==> config.mk <==
export PLATFORM = sky130hd
export DESIGN_NAME = lru_key_value_cache_unit
export DESIGN_NICKNAME = d
export VERILOG_FILES = /design/src/lkv_pkg.sv /design/src/lkv_entry.sv /design/src/lkv_select.sv /design/src/lru_key_value_cache_unit.sv
export SDC_FILE = /design/constraint.sdc
export NUM_CORES = 1
export LEC_CHECK = 0
export BUFFER_PORTS_ARGS = -buffer_cell sky130_fd_sc_hd__buf_4
export CAP_MARGIN = 25
export CORE_MARGIN = 3
export CORE_UTILIZATION = 35
export DETAILED_ROUTE_END_ITERATION = 10
export PLACE_DENSITY = 0.54
export SYNTH_ARGS = -nofsm -noshare
export SYNTH_HDL_FRONTEND = slang
export SYNTH_SLANG_ARGS = --single-unit
==> constraint.sdc <==
create_clock -name clk_i -period 6.7 [get_ports clk_i]
set_input_delay 0.67 -clock clk_i [delete_from_list [all_inputs] [get_ports clk_i]]
set_output_delay 0.67 -clock clk_i [all_outputs]
set_load 0.005 [all_outputs]
==> src/lkv_pkg.sv <==
// Shared types and constants of the LRU key/value cache.
// No dependencies; every other file imports this package.
package lkv_pkg;

  localparam int unsigned DefaultEntries = 16;
  localparam int unsigned KeyBits        = 16;
  localparam int unsigned ValueBits      = 16;
  localparam int unsigned CfgBits        = 5;
  localparam logic [CfgBits-1:0] CapReset = 5'd16;

  localparam logic OpInsert = 1'b0;
  localparam logic OpLookup = 1'b1;

  typedef enum logic [1:0] {
    ActNone  = 2'b00,
    ActTouch = 2'b01,
    ActAlloc = 2'b10
  } lkv_act_e;

  typedef struct packed {
    logic                 operation;
    logic [KeyBits-1:0]   item_key;
    logic [ValueBits-1:0] item_value;
  } lkv_req_t;

  typedef struct packed {
    logic                 hit;
    logic [ValueBits-1:0] read_value;
  } lkv_rsp_t;

  // decision of the select logic for the word in flight
  typedef struct packed {
    lkv_act_e act;
    logic     write_key;
    logic     write_value;
    logic     hit;
  } lkv_ctl_t;

  // broadcast to every entry
  typedef struct packed {
    lkv_act_e             act;
    logic                 write_key;
    logic                 write_value;
    logic [KeyBits-1:0]   key;
    logic [ValueBits-1:0] value;
  } lkv_cmd_t;

endpackage

==> src/lkv_entry.sv <==
// One cache entry: valid bit, key, value and recency rank, with key compare.
// Depends on lkv_pkg.
module lkv_entry import lkv_pkg::*; #(
  parameter int unsigned RankBits = 4
) (
  input  logic                 clk_i,
  input  logic                 rst_ni,
  input  lkv_cmd_t             cmd_i,
  input  logic                 sel_i,
  input  logic [RankBits-1:0]  touch_rank_i,
  input  logic [RankBits-1:0]  lru_rank_i,
  output logic                 valid_o,
  output logic                 match_o,
  output logic                 oldest_o,
  output logic [RankBits-1:0]  rank_o,
  output logic [ValueBits-1:0] value_o
);

  logic                 valid_q;
  logic [KeyBits-1:0]   key_q;
  logic [ValueBits-1:0] value_q;
  logic [RankBits-1:0]  rank_q;

  assign valid_o  = valid_q;
  assign match_o  = valid_q && (key_q == cmd_i.key);
  assign oldest_o = valid_q && (rank_q == lru_rank_i);
  assign rank_o   = rank_q;
  assign value_o  = value_q;

  always_ff @(posedge clk_i or negedge rst_ni) begin
    if (!rst_ni) begin
      valid_q <= 1'b0;
    end else if (cmd_i.act == ActAlloc && sel_i) begin
      valid_q <= 1'b1;
    end
  end

  always_ff @(posedge clk_i) begin
    case (cmd_i.act)
      ActTouch: begin
        if (sel_i) begin
          rank_q <= '0;
          if (cmd_i.write_key) key_q <= cmd_i.key;
          if (cmd_i.write_value) value_q <= cmd_i.value;
        end else if (valid_q && rank_q < touch_rank_i) begin
          rank_q <= rank_q + RankBits'(1);
        end
      end
      ActAlloc: begin
        if (sel_i) begin
          rank_q  <= '0;
          key_q   <= cmd_i.key;
          value_q <= cmd_i.value;
        end else if (valid_q) begin
          rank_q <= rank_q + RankBits'(1);
        end
      end
      default: begin
      end
    endcase
  end

endmodule

==> src/lkv_select.sv <==
// Slot selection: hit, LRU victim or lowest free slot, and the action to take.
// Depends on lkv_pkg.
module lkv_select import lkv_pkg::*; #(
  parameter int unsigned Entries  = 16,
  parameter int unsigned RankBits = 4
) (
  input  logic                               item_valid_i,
  input  logic                               operation_i,
  input  logic                               full_i,
  input  logic [Entries-1:0]                 valid_i,
  input  logic [Entries-1:0]                 match_i,
  input  logic [Entries-1:0]                 oldest_i,
  input  logic [Entries-1:0][RankBits-1:0]   rank_i,
  output logic [Entries-1:0]                 sel_o,
  output logic [RankBits-1:0]                touch_rank_o,
  output lkv_ctl_t                           ctl_o
);

  logic [Entries-1:0] free_oh;
  logic               any_match;

  // lowest clear bit of the valid vector
  assign free_oh   = ~valid_i & (valid_i + Entries'(1));
  assign any_match = |match_i;

  always_comb begin
    sel_o             = '0;
    ctl_o.act         = ActNone;
    ctl_o.write_key   = 1'b0;
    ctl_o.write_value = 1'b0;
    ctl_o.hit         = any_match;
    if (item_valid_i) begin
      if (any_match) begin
        sel_o             = match_i;
        ctl_o.act         = ActTouch;
        ctl_o.write_value = (operation_i == OpInsert);
      end else if (operation_i == OpInsert) begin
        if (full_i) begin
          sel_o             = oldest_i;
          ctl_o.act         = ActTouch;
          ctl_o.write_key   = 1'b1;
          ctl_o.write_value = 1'b1;
        end else begin
          sel_o     = free_oh;
          ctl_o.act = ActAlloc;
        end
      end
    end
  end

  // rank of the selected entry; entries ranked below it age by one
  always_comb begin
    touch_rank_o = '0;
    for (int i = 0; i < Entries; i++) begin
      touch_rank_o = touch_rank_o | (rank_i[i] & {RankBits{sel_o[i]}});
    end
  end

endmodule

==> src/lru_key_value_cache_unit.sv <==
// Top level of the fully associative LRU key/value cache.
// Depends on lkv_pkg, lkv_entry and lkv_select.
//
//  channel   | ports                        | handshake
//  ----------+------------------------------+-------------------------------
//  request   | start, busy, req_i           | word taken when start && !busy
//  result    | done_o, rsp_o                | one-cycle strobe, no back-pressure
//  config    | cfg_we_i, cfg_wdata_i        | capacity written when cfg_we_i
//
// Throughput is one word per cycle: busy is tied low. A request word is
// registered at acceptance, and in the following cycle the parallel key
// compare across the entry row, the slot select and the rank update run
// between that register and the entry/result registers. A lookup result
// shows on done_o from the result register; inserts give none.
// Reset clears the valid bits, the occupancy count and sets the capacity
// to 16; keys, values and ranks are not reset. The receiver cannot stall.
module lru_key_value_cache_unit import lkv_pkg::*; #(
  parameter int unsigned MAX_ENTRIES = DefaultEntries
) (
  input  logic               clk_i,
  input  logic               rst_ni,
  input  logic               start,
  output logic               busy,
  input  lkv_req_t           req_i,
  output logic               done_o,
  output lkv_rsp_t           rsp_o,
  input  logic               cfg_we_i,
  input  logic [CfgBits-1:0] cfg_wdata_i
);

  localparam int unsigned RankBits = $clog2(MAX_ENTRIES);
  localparam int unsigned OccBits  = $clog2(MAX_ENTRIES + 1);
  localparam int unsigned CmpBits  = (OccBits > CfgBits) ? OccBits : CfgBits;

  // input register
  logic     item_v_q;
  lkv_req_t req_q;
  // result register
  logic     done_q;
  lkv_rsp_t rsp_q;
  // capacity and fill count
  logic [CfgBits-1:0] cap_q;
  logic [OccBits-1:0] occ_q;

  logic [OccBits-1:0] occ_m1;
  logic [RankBits-1:0] lru_rank;
  logic [CmpBits-1:0] cap_ext, occ_ext, max_ext, eff_cap;
  logic               full;

  logic [MAX_ENTRIES-1:0]                valid_vec, match_vec, oldest_vec, sel_vec;
  logic [MAX_ENTRIES-1:0][RankBits-1:0]  rank_vec;
  logic [MAX_ENTRIES-1:0][ValueBits-1:0] value_vec;
  logic [RankBits-1:0]                   touch_rank;
  logic [ValueBits-1:0]                  hit_value;
  lkv_ctl_t                              ctl;
  lkv_cmd_t                              cmd;

  assign busy = 1'b0;

  always_ff @(posedge clk_i or negedge rst_ni) begin
    if (!rst_ni) begin
      item_v_q <= 1'b0;
      done_q   <= 1'b0;
      cap_q    <= CapReset;
      occ_q    <= '0;
    end else begin
      item_v_q <= start && !busy;
      done_q   <= item_v_q && (req_q.operation == OpLookup);
      if (cfg_we_i) cap_q <= cfg_wdata_i;
      if (ctl.act == ActAlloc) occ_q <= occ_q + OccBits'(1);
    end
  end

  always_ff @(posedge clk_i) begin
    if (start && !busy) req_q <= req_i;
    rsp_q.hit        <= ctl.hit;
    rsp_q.read_value <= hit_value;
  end

  // capacity 0 acts as 1; above the entry count saturates
  assign cap_ext = CmpBits'(cap_q);
  assign occ_ext = CmpBits'(occ_q);
  assign max_ext = CmpBits'(MAX_ENTRIES);
  always_comb begin
    if (cap_ext == '0)          eff_cap = CmpBits'(1);
    else if (cap_ext > max_ext) eff_cap = max_ext;
    else                        eff_cap = cap_ext;
  end
  assign full = (occ_ext >= eff_cap);

  // ranks of valid entries are a permutation of 0..occ-1, so the LRU entry
  // is the one ranked occ-1
  assign occ_m1   = occ_q - OccBits'(1);
  assign lru_rank = occ_m1[RankBits-1:0];

  assign cmd.act         = ctl.act;
  assign cmd.write_key   = ctl.write_key;
  assign cmd.write_value = ctl.write_value;
  assign cmd.key         = req_q.item_key;
  assign cmd.value       = req_q.item_value;

  for (genvar g = 0; g < MAX_ENTRIES; g++) begin : g_entry
    lkv_entry #(
      .RankBits (RankBits)
    ) u_entry (
      .clk_i        (clk_i),
      .rst_ni       (rst_ni),
      .cmd_i        (cmd),
      .sel_i        (sel_vec[g]),
      .touch_rank_i (touch_rank),
      .lru_rank_i   (lru_rank),
      .valid_o      (valid_vec[g]),
      .match_o      (match_vec[g]),
      .oldest_o     (oldest_vec[g]),
      .rank_o       (rank_vec[g]),
      .value_o      (value_vec[g])
    );
  end

  lkv_select #(
    .Entries  (MAX_ENTRIES),
    .RankBits (RankBits)
  ) u_select (
    .item_valid_i (item_v_q),
    .operation_i  (req_q.operation),
    .full_i       (full),
    .valid_i      (valid_vec),
    .match_i      (match_vec),
    .oldest_i     (oldest_vec),
    .rank_i       (rank_vec),
    .sel_o        (sel_vec),
    .touch_rank_o (touch_rank),
    .ctl_o        (ctl)
  );

  // at most one entry matches; a miss reads zero
  always_comb begin
    hit_value = '0;
    for (int i = 0; i < MAX_ENTRIES; i++) begin
      hit_value = hit_value | (value_vec[i] & {ValueBits{match_vec[i]}});
    end
  end

  assign done_o = done_q;
  assign rsp_o  = rsp_q;

endmodule

==> results of run 1 <==
sequential cells by signal (all words and copies together), names as in the netlist:
| signal | cells |
|---|---|
| g_entry.u_entry.valid_o | 16 |
| rsp_o | 17 |
| g_entry.u_entry.value_o | 256 |
| g_entry.u_entry.rank_o | 64 |
| g_entry.u_entry.key_q | 256 |
| cmd | 32 |
| req_q | 1 |
| cap_ext | 5 |
| item_v_q | 1 |
| occ_ext | 5 |
| done_o | 1 |
layout make-up:
| cell class | instances | area, µm² | share of cell area, % |
|---|---|---|---|
| sequential | 654 | 19300 | 56.3 |
| multi-input combinational | 1355 | 9800 | 28.5 |
| timing repair buffer | 177 | 1360 | 3.95 |
| clock buffer | 95 | 1930 | 5.62 |
| inverter | 28 | 105 | 0.306 |
| clock inverter | 37 | 419 | 1.22 |
| tap | 1134 | 1420 | 4.13 |
power by group:
part           total (mW)  internal (mW)  switching, mW  leakage (nW)
sequential           7.17           6.23          0.939          6.16
combinational        4.51           1.59           2.92          4.40
clock                3.91           2.20           1.72          1.13
cell usage in the layout (no fill, tap or decap), types with 9 or more instances in the layout:
| cell type | count |
|---|---|
| a211oi_1 | 14 |
| a21o_1 | 10 |
| a21oi_1 | 28 |
| a221oi_1 | 72 |
| a22o_1 | 74 |
| a22oi_1 | 25 |
| and2_1 | 9 |
| buf_4 | 174 |
| clkbuf_1 | 21 |
| clkbuf_16 | 74 |
| clkinv_2 | 14 |
| dfrtp_1 | 27 |
| dfxtp_1 | 17 |
| edfxtp_1 | 609 |
| ha_1 | 41 |
| inv_1 | 27 |
| nand2_1 | 94 |
| nand2b_1 | 15 |
| nand3_1 | 45 |
| nand4_1 | 70 |
| nor2_1 | 158 |
| nor2_2 | 20 |
| nor2b_1 | 23 |
| nor3_1 | 36 |
| nor4_1 | 50 |
| nor4b_1 | 12 |
| o21ai_0 | 23 |
| o21bai_1 | 10 |
| o22ai_1 | 9 |
| o31ai_1 | 11 |
| or4_1 | 11 |
| xnor2_1 | 150 |
| xor2_1 | 208 |
path summary, 6_finish.rpt:
kind                                            endpoint  slack [ps]
hold reg to reg                                rsp_o[14]         490
setup / recovery           g_entry[4].u_entry.value_o[7]         660
setup reg to reg           g_entry[4].u_entry.value_o[7]         660
hold / removal                                   cmd[14]         200
min in group asynchronous     g_entry[6].u_entry.valid_o         540
max in group asynchronous     g_entry[2].u_entry.valid_o        5810
metrics by stage:
stage | cells | util (%)
6_report | 3480 | 41.0
5_1_grt | 3480 | 41.0
4_1_cts | 3480 | 41.0
3_5_place_dp | 3347 | 38.2
3_3_place_gp | 3347 | 38.2
2_1_floorplan | 2162 | -
metal layers:
layer  wire (µm)  track usage (%)  share of wire (%)  up-vias
met5           9                0             0.0099        -
met4        2550             6.54                2.8        2
met3        5820             3.08                6.4      155
met2       42300             32.7                 46      721
met1       40600             28.4                 44     9925
li1            -                -                  -     8511
critical path: stages, from the launching register on:
cell and delay (ps):
edfxtp_1 850, buf_4 320, xor2_1 260, or3_1 170, nor3_1 60, nand4b_1 280, o2111ai_1 280, or4_4 700
o21ai_0 360, inv_1 80, ha_1 510, inv_1 420, o21ai_2 390, nor2_2 900
cells by family (layout without fill, tap and decap cells):
group                    after synthesis  count (layout)
flip-flops                           654             654
buffers and inverters                153             337
AND/OR/NAND/NOR                      603             603
other                                  1               1
adder cells (fa/ha/maj)               41              41
multiplexers                           5               5
XOR/XNOR                             366             366
AO/OA/AOI/OAI                        339             339
==> impl_metrics.csv, run 1 <==
group,metric,value,unit
status,outcome,"completed",
clock_network,postCtsSetupBuffers,0,
sta,period_share,90.2,%
setup_path,critical_path_arrival,6300,ps
global_routing,grt_overflow,0,
floorplanning,die-area,88300,µm²
global_routing,antenna_found_initial,1,
logic_synthesis,synthCells,2162,
detailed_routing,wl_per_cell,26.2,µm
logic_synthesis,synth_edf_count,609,
clock_network,cts_resized,0,
clock_network,cts_num_sinks,654,
clock_network,cts_hold_buffers,1,
detailed_routing,drc,0,
sta,hold_ws,198,ps
detailed_routing,drt_iter0_markers,2035,
global_routing,grt_max_degree,35,
setup_path,start_kind,"register",
detailed_routing,via_per_inst,5.55,
setup_path,endpoint_kind,"register",
cells_and_area,fill_cells,7828,
logic_synthesis,yosysSeqAreaShare,65.2,%
setup_path,crit_path_start,"cmd[16]",
placement,hpwl,59.6,mm
clock_network,clk_latency,650,ps
detailed_routing,drtAntennaViolNets,0,
floorplanning,rows,106,
floorplanning,die_x,297,µm
sta,hold_violations,0,
setup_path,path_max_fanout,22,
placement,placed_cell_area,32000,µm²
logic_synthesis,synth_common_cells,"edfxtp_1, xor2_1, nor2_1",
setup_path,r2r-start,"cmd[16]",
floorplanning,core_area,83800,µm²
logic_synthesis,synth_top_family_by_area,"XOR/XNOR gates",
worst_hold_path,hold_path_startpoint,"req_i[14]",
placement,gp_congestion,0.922,
logic_synthesis,avgSynthCellArea,13.7,µm²
floorplanning,io-pin-count,61,
clock_network,cts_max_level,3,
clock_network,cts-root-buf,"clkbuf_16",
detailed_routing,vias,19300,
power_and_ir_drop,p_leak,11.7,nW
logic_synthesis,post-synth-top-count-cell,"edfxtp_1",
power_and_ir_drop,vdd_drop_max,0.000207,V
floorplanning,initial_core_util,35.4,%
logic_synthesis,synth_fa_ha_area_share,1.73,%
setup_path,critPathKind,"reg2reg",
sta,setup_violations,0,
cells_and_area,num_antenna_cells,0,
clock_network,cts_buffers,74,
cells_and_area,drive_gt1_share,14.2,%
setup_path,cp_data_required_time,6950,ps
sta,fin_tns_setup,0,ps
sta,slew_headroom,30.7,%
logic_synthesis,synth_nets,2245,
placement,dp_slack,655,ps
clock_network,clk_pin_slew,60,ps
cells_and_area,fin_nets,2373,
logic_synthesis,synth_cell_types,78,
worst_hold_path,hold_class,"in2reg",
cells_and_area,fin_area,34400,µm²
logic_synthesis,synth_xor_area_share,11.1,%
placement,portBuffers,59,
logic_synthesis,synth.area.top_cells,"edfxtp_1, xor2_1, xnor2_1, dfrtp_1, nor2_1",
sta,fin_skew,49.8,ps
detailed_routing,routed_wl,91.3,mm
floorplanning,die_h,297,µm
global_routing,gr-usage-all-layers,20.3,%
logic_synthesis,synth_top_area_cell,"edfxtp_1",
power_and_ir_drop,power.density,454,nW/µm²
logic_synthesis,synthArstFlopShare,4.28,%
sta,fmax,165,MHz
global_routing,grt_pass1_vias,19700,
logic_synthesis,synth_area,29700,µm²
power_and_ir_drop,finalPower,15.6,mW
setup_path,rr_worst_depth,13,
sta,maxSlewViolCount,0,
detailed_routing,drtPass1Iterations,7,
global_routing,grt_pass1_wl,134,mm
logic_synthesis,synth_top_area_share,61.7,%
sta,period_minus_slack,6040,ps
logic_synthesis,synthFlopType,"edfxtp_1",
sta,grt_setup_unrepaired,"no",
logic_synthesis,synthMuxAreaShare,0.186,%
worst_hold_path,hold_path_depth,1,
clock_network,clk_path_buf_depth,3,
logic_synthesis,synth-compound-area-share,9.05,%
sta,worst_pin_slew,1040,ps
logic_synthesis,yosys_warnings,0,
cells_and_area,synthToLayoutAreaGrowth,15.8,%
logic_synthesis,ys_ff_latch,654,
flow_run,max_cap_viol_count,0,
sta,setup_slack,657,ps
clock_network,cts_tree,"built",
logic_synthesis,yosys.area_share.simple,10.5,%
Power figures use the tool's default switching activity.
==> run 2, diff against run 1 <==
--- a/config.mk
+++ b/config.mk
@@ -11,6 +11,8 @@
 export CORE_UTILIZATION = 35
 export DETAILED_ROUTE_END_ITERATION = 10
 export PLACE_DENSITY = 0.54
+export SLEW_MARGIN = 0
 export SYNTH_ARGS = -nofsm -noshare
 export SYNTH_HDL_FRONTEND = slang
+export SYNTH_HIERARCHICAL = 1
 export SYNTH_SLANG_ARGS = --single-unit
==> run 2 against run 1 <==
  * Fmax shrank 4.9%
  * Synthesized cell count is 6.2% lower
  * Core utilization rose by 0.23 points
  * Hold slack lost 140 ps
  * Power decreased by 26%
  * Sequential share of layout area is 0.31 points lower
  * Critical path depth up 5
  * Flip-flop and latch count did not move
  * Critical endpoint is now g_entry[0].u_entry/rank_o[0]
  * Largest cell class unchanged
  * Highest routed layer is now met4
==> impl_metrics.csv, run 2 <==
group,metric,value,unit
status,outcome,"completed",
cells_and_area,most-common-layout-cells,"edfxtp_1, xnor2_1, buf_4",
clock_network,cts_tree,"built",
cells_and_area,final_common_cell,"edfxtp_1",
clock_network,clk_path_buf_depth,3,
sta,setup_violations,0,
setup_path,crit_chain,"buf_4, xor2_1, nor4_1, nand4_1, nor4_4, nor4_2, and4_4, inv_2, a221oi_2, a22o_1, a2111oi_0, nand4_1, buf_8, inv_1, ha_1, a21o_1, a21oi_1, o31a_1",
setup_path,critPathTopFamily,"compound AO/OA/AOI/OAI gates",
setup_path,cpMostUsedCell,"nand4_1",
setup_path,crit_slowest_cell,"a2111oi_0",
clock_network,cts_num_sinks,654,
setup_path,cp_data_required_time,7000,ps
power_and_ir_drop,vdd_drop_max,0.000200,V
detailed_routing,via_per_inst,5.17,
setup_path,rrSetupSlack,350,ps
cells_and_area,synthToLayoutAreaGrowth,16.4,%
floorplanning,die_h,297,µm
logic_synthesis,synth_top_area_share,61.6,%
cells_and_area,num_antenna_cells,0,
logic_synthesis,ys_ff_latch,654,
clock_network,cts-root-buf,"clkbuf_16",
setup_path,r2r-start,"cmd[26]",
logic_synthesis,synthCells,2028,
power_and_ir_drop,power.density,334,nW/µm²
logic_synthesis,yosys.area_share.simple,7.57,%
placement,portBuffers,59,
cells_and_area,fill_cells,7733,
power_and_ir_drop,pwr-share-seq,45.7,%
sta,worst_pin_slew,955,ps
setup_path,crit_path_max_incr_delay,840,ps
logic_synthesis,synth_fa_ha_area_share,4.34,%
logic_synthesis,synth_top_family_by_area,"XOR/XNOR gates",
power_and_ir_drop,p_sw,3.43,mW
flow_run,max_cap_viol_count,0,
logic_synthesis,synthFlopType,"edfxtp_1",
detailed_routing,routed_wl,77.7,mm
logic_synthesis,synth-compound-area-share,9.49,%
sta,slew_headroom,34.7,%
setup_path,rr_worst_depth,18,
detailed_routing,vias,17500,
floorplanning,die-area,88300,µm²
cells_and_area,fin_area,34500,µm²
setup_path,worst-path-buf-inv,4,
setup_path,path_max_fanout,21,
floorplanning,io-pin-count,61,
sta,period_share,94.8,%
detailed_routing,drt_iter0_markers,1271,
floorplanning,core_area,83800,µm²
logic_synthesis,synth_area,29700,µm²
logic_synthesis,synthMuxAreaShare,0.152,%
clock_network,clk_pin_slew,60,ps
sta,maxSlewViolCount,0,
sta,fmax,157,MHz
detailed_routing,wl_per_cell,22.9,µm
setup_path,critical_path_arrival,6650,ps
logic_synthesis,synth_nets,2173,
floorplanning,initial_core_util,35.4,%
global_routing,use_met3,2.48,%
global_routing,gr-usage-all-layers,17.3,%
power_and_ir_drop,switching_share,29.7,%
placement,gp_congestion,0.843,
clock_network,postCtsSetupBuffers,0,
logic_synthesis,synthArstFlopShare,4.28,%
global_routing,grt_overflow,0,
clock_network,cts_resized,0,
placement,placed_cell_area,32200,µm²
logic_synthesis,synth_edf_count,609,
sta,period_minus_slack,6350,ps
detailed_routing,drc,0,
clock_network,cts_hold_buffers,0,
cells_and_area,fin_nets,2340,
setup_path,start_kind,"register",
clock_network,cts_max_level,3,
worst_hold_path,hold_class,"in2async",
power_and_ir_drop,power_frac_comb,21.1,%
global_routing,grt_util_met2,28.3,%
logic_synthesis,synth_top_area_cell,"edfxtp_1",
logic_synthesis,synth_cell_types,62,
logic_synthesis,avgSynthCellArea,14.6,µm²
logic_synthesis,yosys_warnings,6,
logic_synthesis,synth_common_cells,"edfxtp_1, xnor2_1, xor2_1",
global_routing,antenna_found_initial,0,
logic_synthesis,post-synth-top-count-cell,"edfxtp_1",
sta,fin_tns_setup,0,ps
logic_synthesis,synth.area.top_cells,"edfxtp_1, xnor2_1, ha_1, xor2_1, dfrtp_1",
power_and_ir_drop,p_int,8.11,mW
sta,hold_violations,0,
global_routing,busiest_layer,"met2",
global_routing,gr-usage-met1,24.1,%
clock_network,cts_buffers,72,
floorplanning,rows,106,
global_routing,grt_pass1_wl,115,mm
logic_synthesis,synth_xor_area_share,10.6,%
setup_path,critPathKind,"reg2reg",
setup_path,endpoint_kind,"register",
power_and_ir_drop,pwr-share-clk,33.2,%
clock_network,clk_latency,610,ps
detailed_routing,drtAntennaViolNets,0,
sta,fin_skew,22.9,ps
detailed_routing,drtPass1Iterations,7,
power_and_ir_drop,p_leak,11.6,nW
logic_synthesis,yosysSeqAreaShare,65.2,%
global_routing,grt_pass1_vias,17500,
global_routing,grt_max_degree,35,
floorplanning,die_x,297,µm
setup_path,r2r-end,"g_entry[0].u_entry/rank_o[0]",
sta,grt_setup_unrepaired,"no",
cells_and_area,drive_gt1_share,15.7,%
placement,hpwl,48.0,mm
run 2: cell types whose count changed after synthesis, sizes merged, moves of 19 or more:
cell	delta
nor2	-105
inv	+78
xor2	-78
xnor2	+76
ha	+62
clkbuf	-57
nor3	-39
a21boi	+33
nand2	+28
nand3	-28
a22oi	-25
a21o	+23
nand2b	+20
a21oi	+19
run 2: how the worst max path moves through the flow:
stage                                    endpoint  slack, ps  startpoint  cells after the start
global route        g_entry[15].u_entry/rank_o[0]         90     cmd[26]                     18
CTS                  g_entry[3].u_entry/rank_o[2]        550     cmd[26]                     18
finish               g_entry[0].u_entry/rank_o[0]        350     cmd[26]                     18
floorplan           g_entry[0].u_entry/value_o[0]        500     cmd[26]                     12
detailed placement   g_entry[3].u_entry/rank_o[2]        550     cmd[26]                     18
global placement    g_entry[14].u_entry/rank_o[1]        440     cmd[16]                     16
run 2: power groups by stage:
stage | Clock, mW | Combinational (mW) | Sequential (mW)
floorplan | 0 | 1.69 | 5.24
global placement | 0 | 2.32 | 5.34
detailed placement | 0 | 2.43 | 5.36
CTS | 3.93 | 2.44 | 5.27
global route | 4.11 | 2.73 | 5.32
finish | 3.83 | 2.43 | 5.28
run 2: cells by family after synthesis:
family / after synthesis
flip-flops: 654
AND/OR/NAND/NOR: 413
XOR/XNOR: 358
other: 1
multiplexers: 4
buffers and inverters: 165
adder cells (fa/ha/maj): 103
AO/OA/AOI/OAI: 330
run 2: metal layers:
layer,vias up,share of wire [%]
met5,-,0
met4,0,2.4
met3,118,5.6
met2,526,47
met1,8886,45
li1,7991,-
run 2: cell type report:
class                           count  area (µm²)  share of cell area, %
Inverter                          106         398                   1.15
Clock buffer                       89        1940                   5.61
Sequential cell                   654       19300                   56.0
Tap cell                         1134        1420                   4.11
Clock inverter                     43         355                   1.03
Multi-Input combinational cell   1209        9850                   28.5
Timing Repair Buffer              152        1260                   3.64
run 2: per-stage QoR:
step	power, mW	utilization (%)	hold slack (ps)	setup slack [ps]	cells
4_1_cts	11.6	41.2	27.5	553	3385
6_report	11.5	41.2	54.3	349	3387
3_3_place_gp	7.66	38.4	467	443	3248
5_1_grt	12.2	41.2	56.9	92.3	3387
3_5_place_dp	7.78	38.4	471	555	3253
2_1_floorplan	6.94	-	374	504	2028
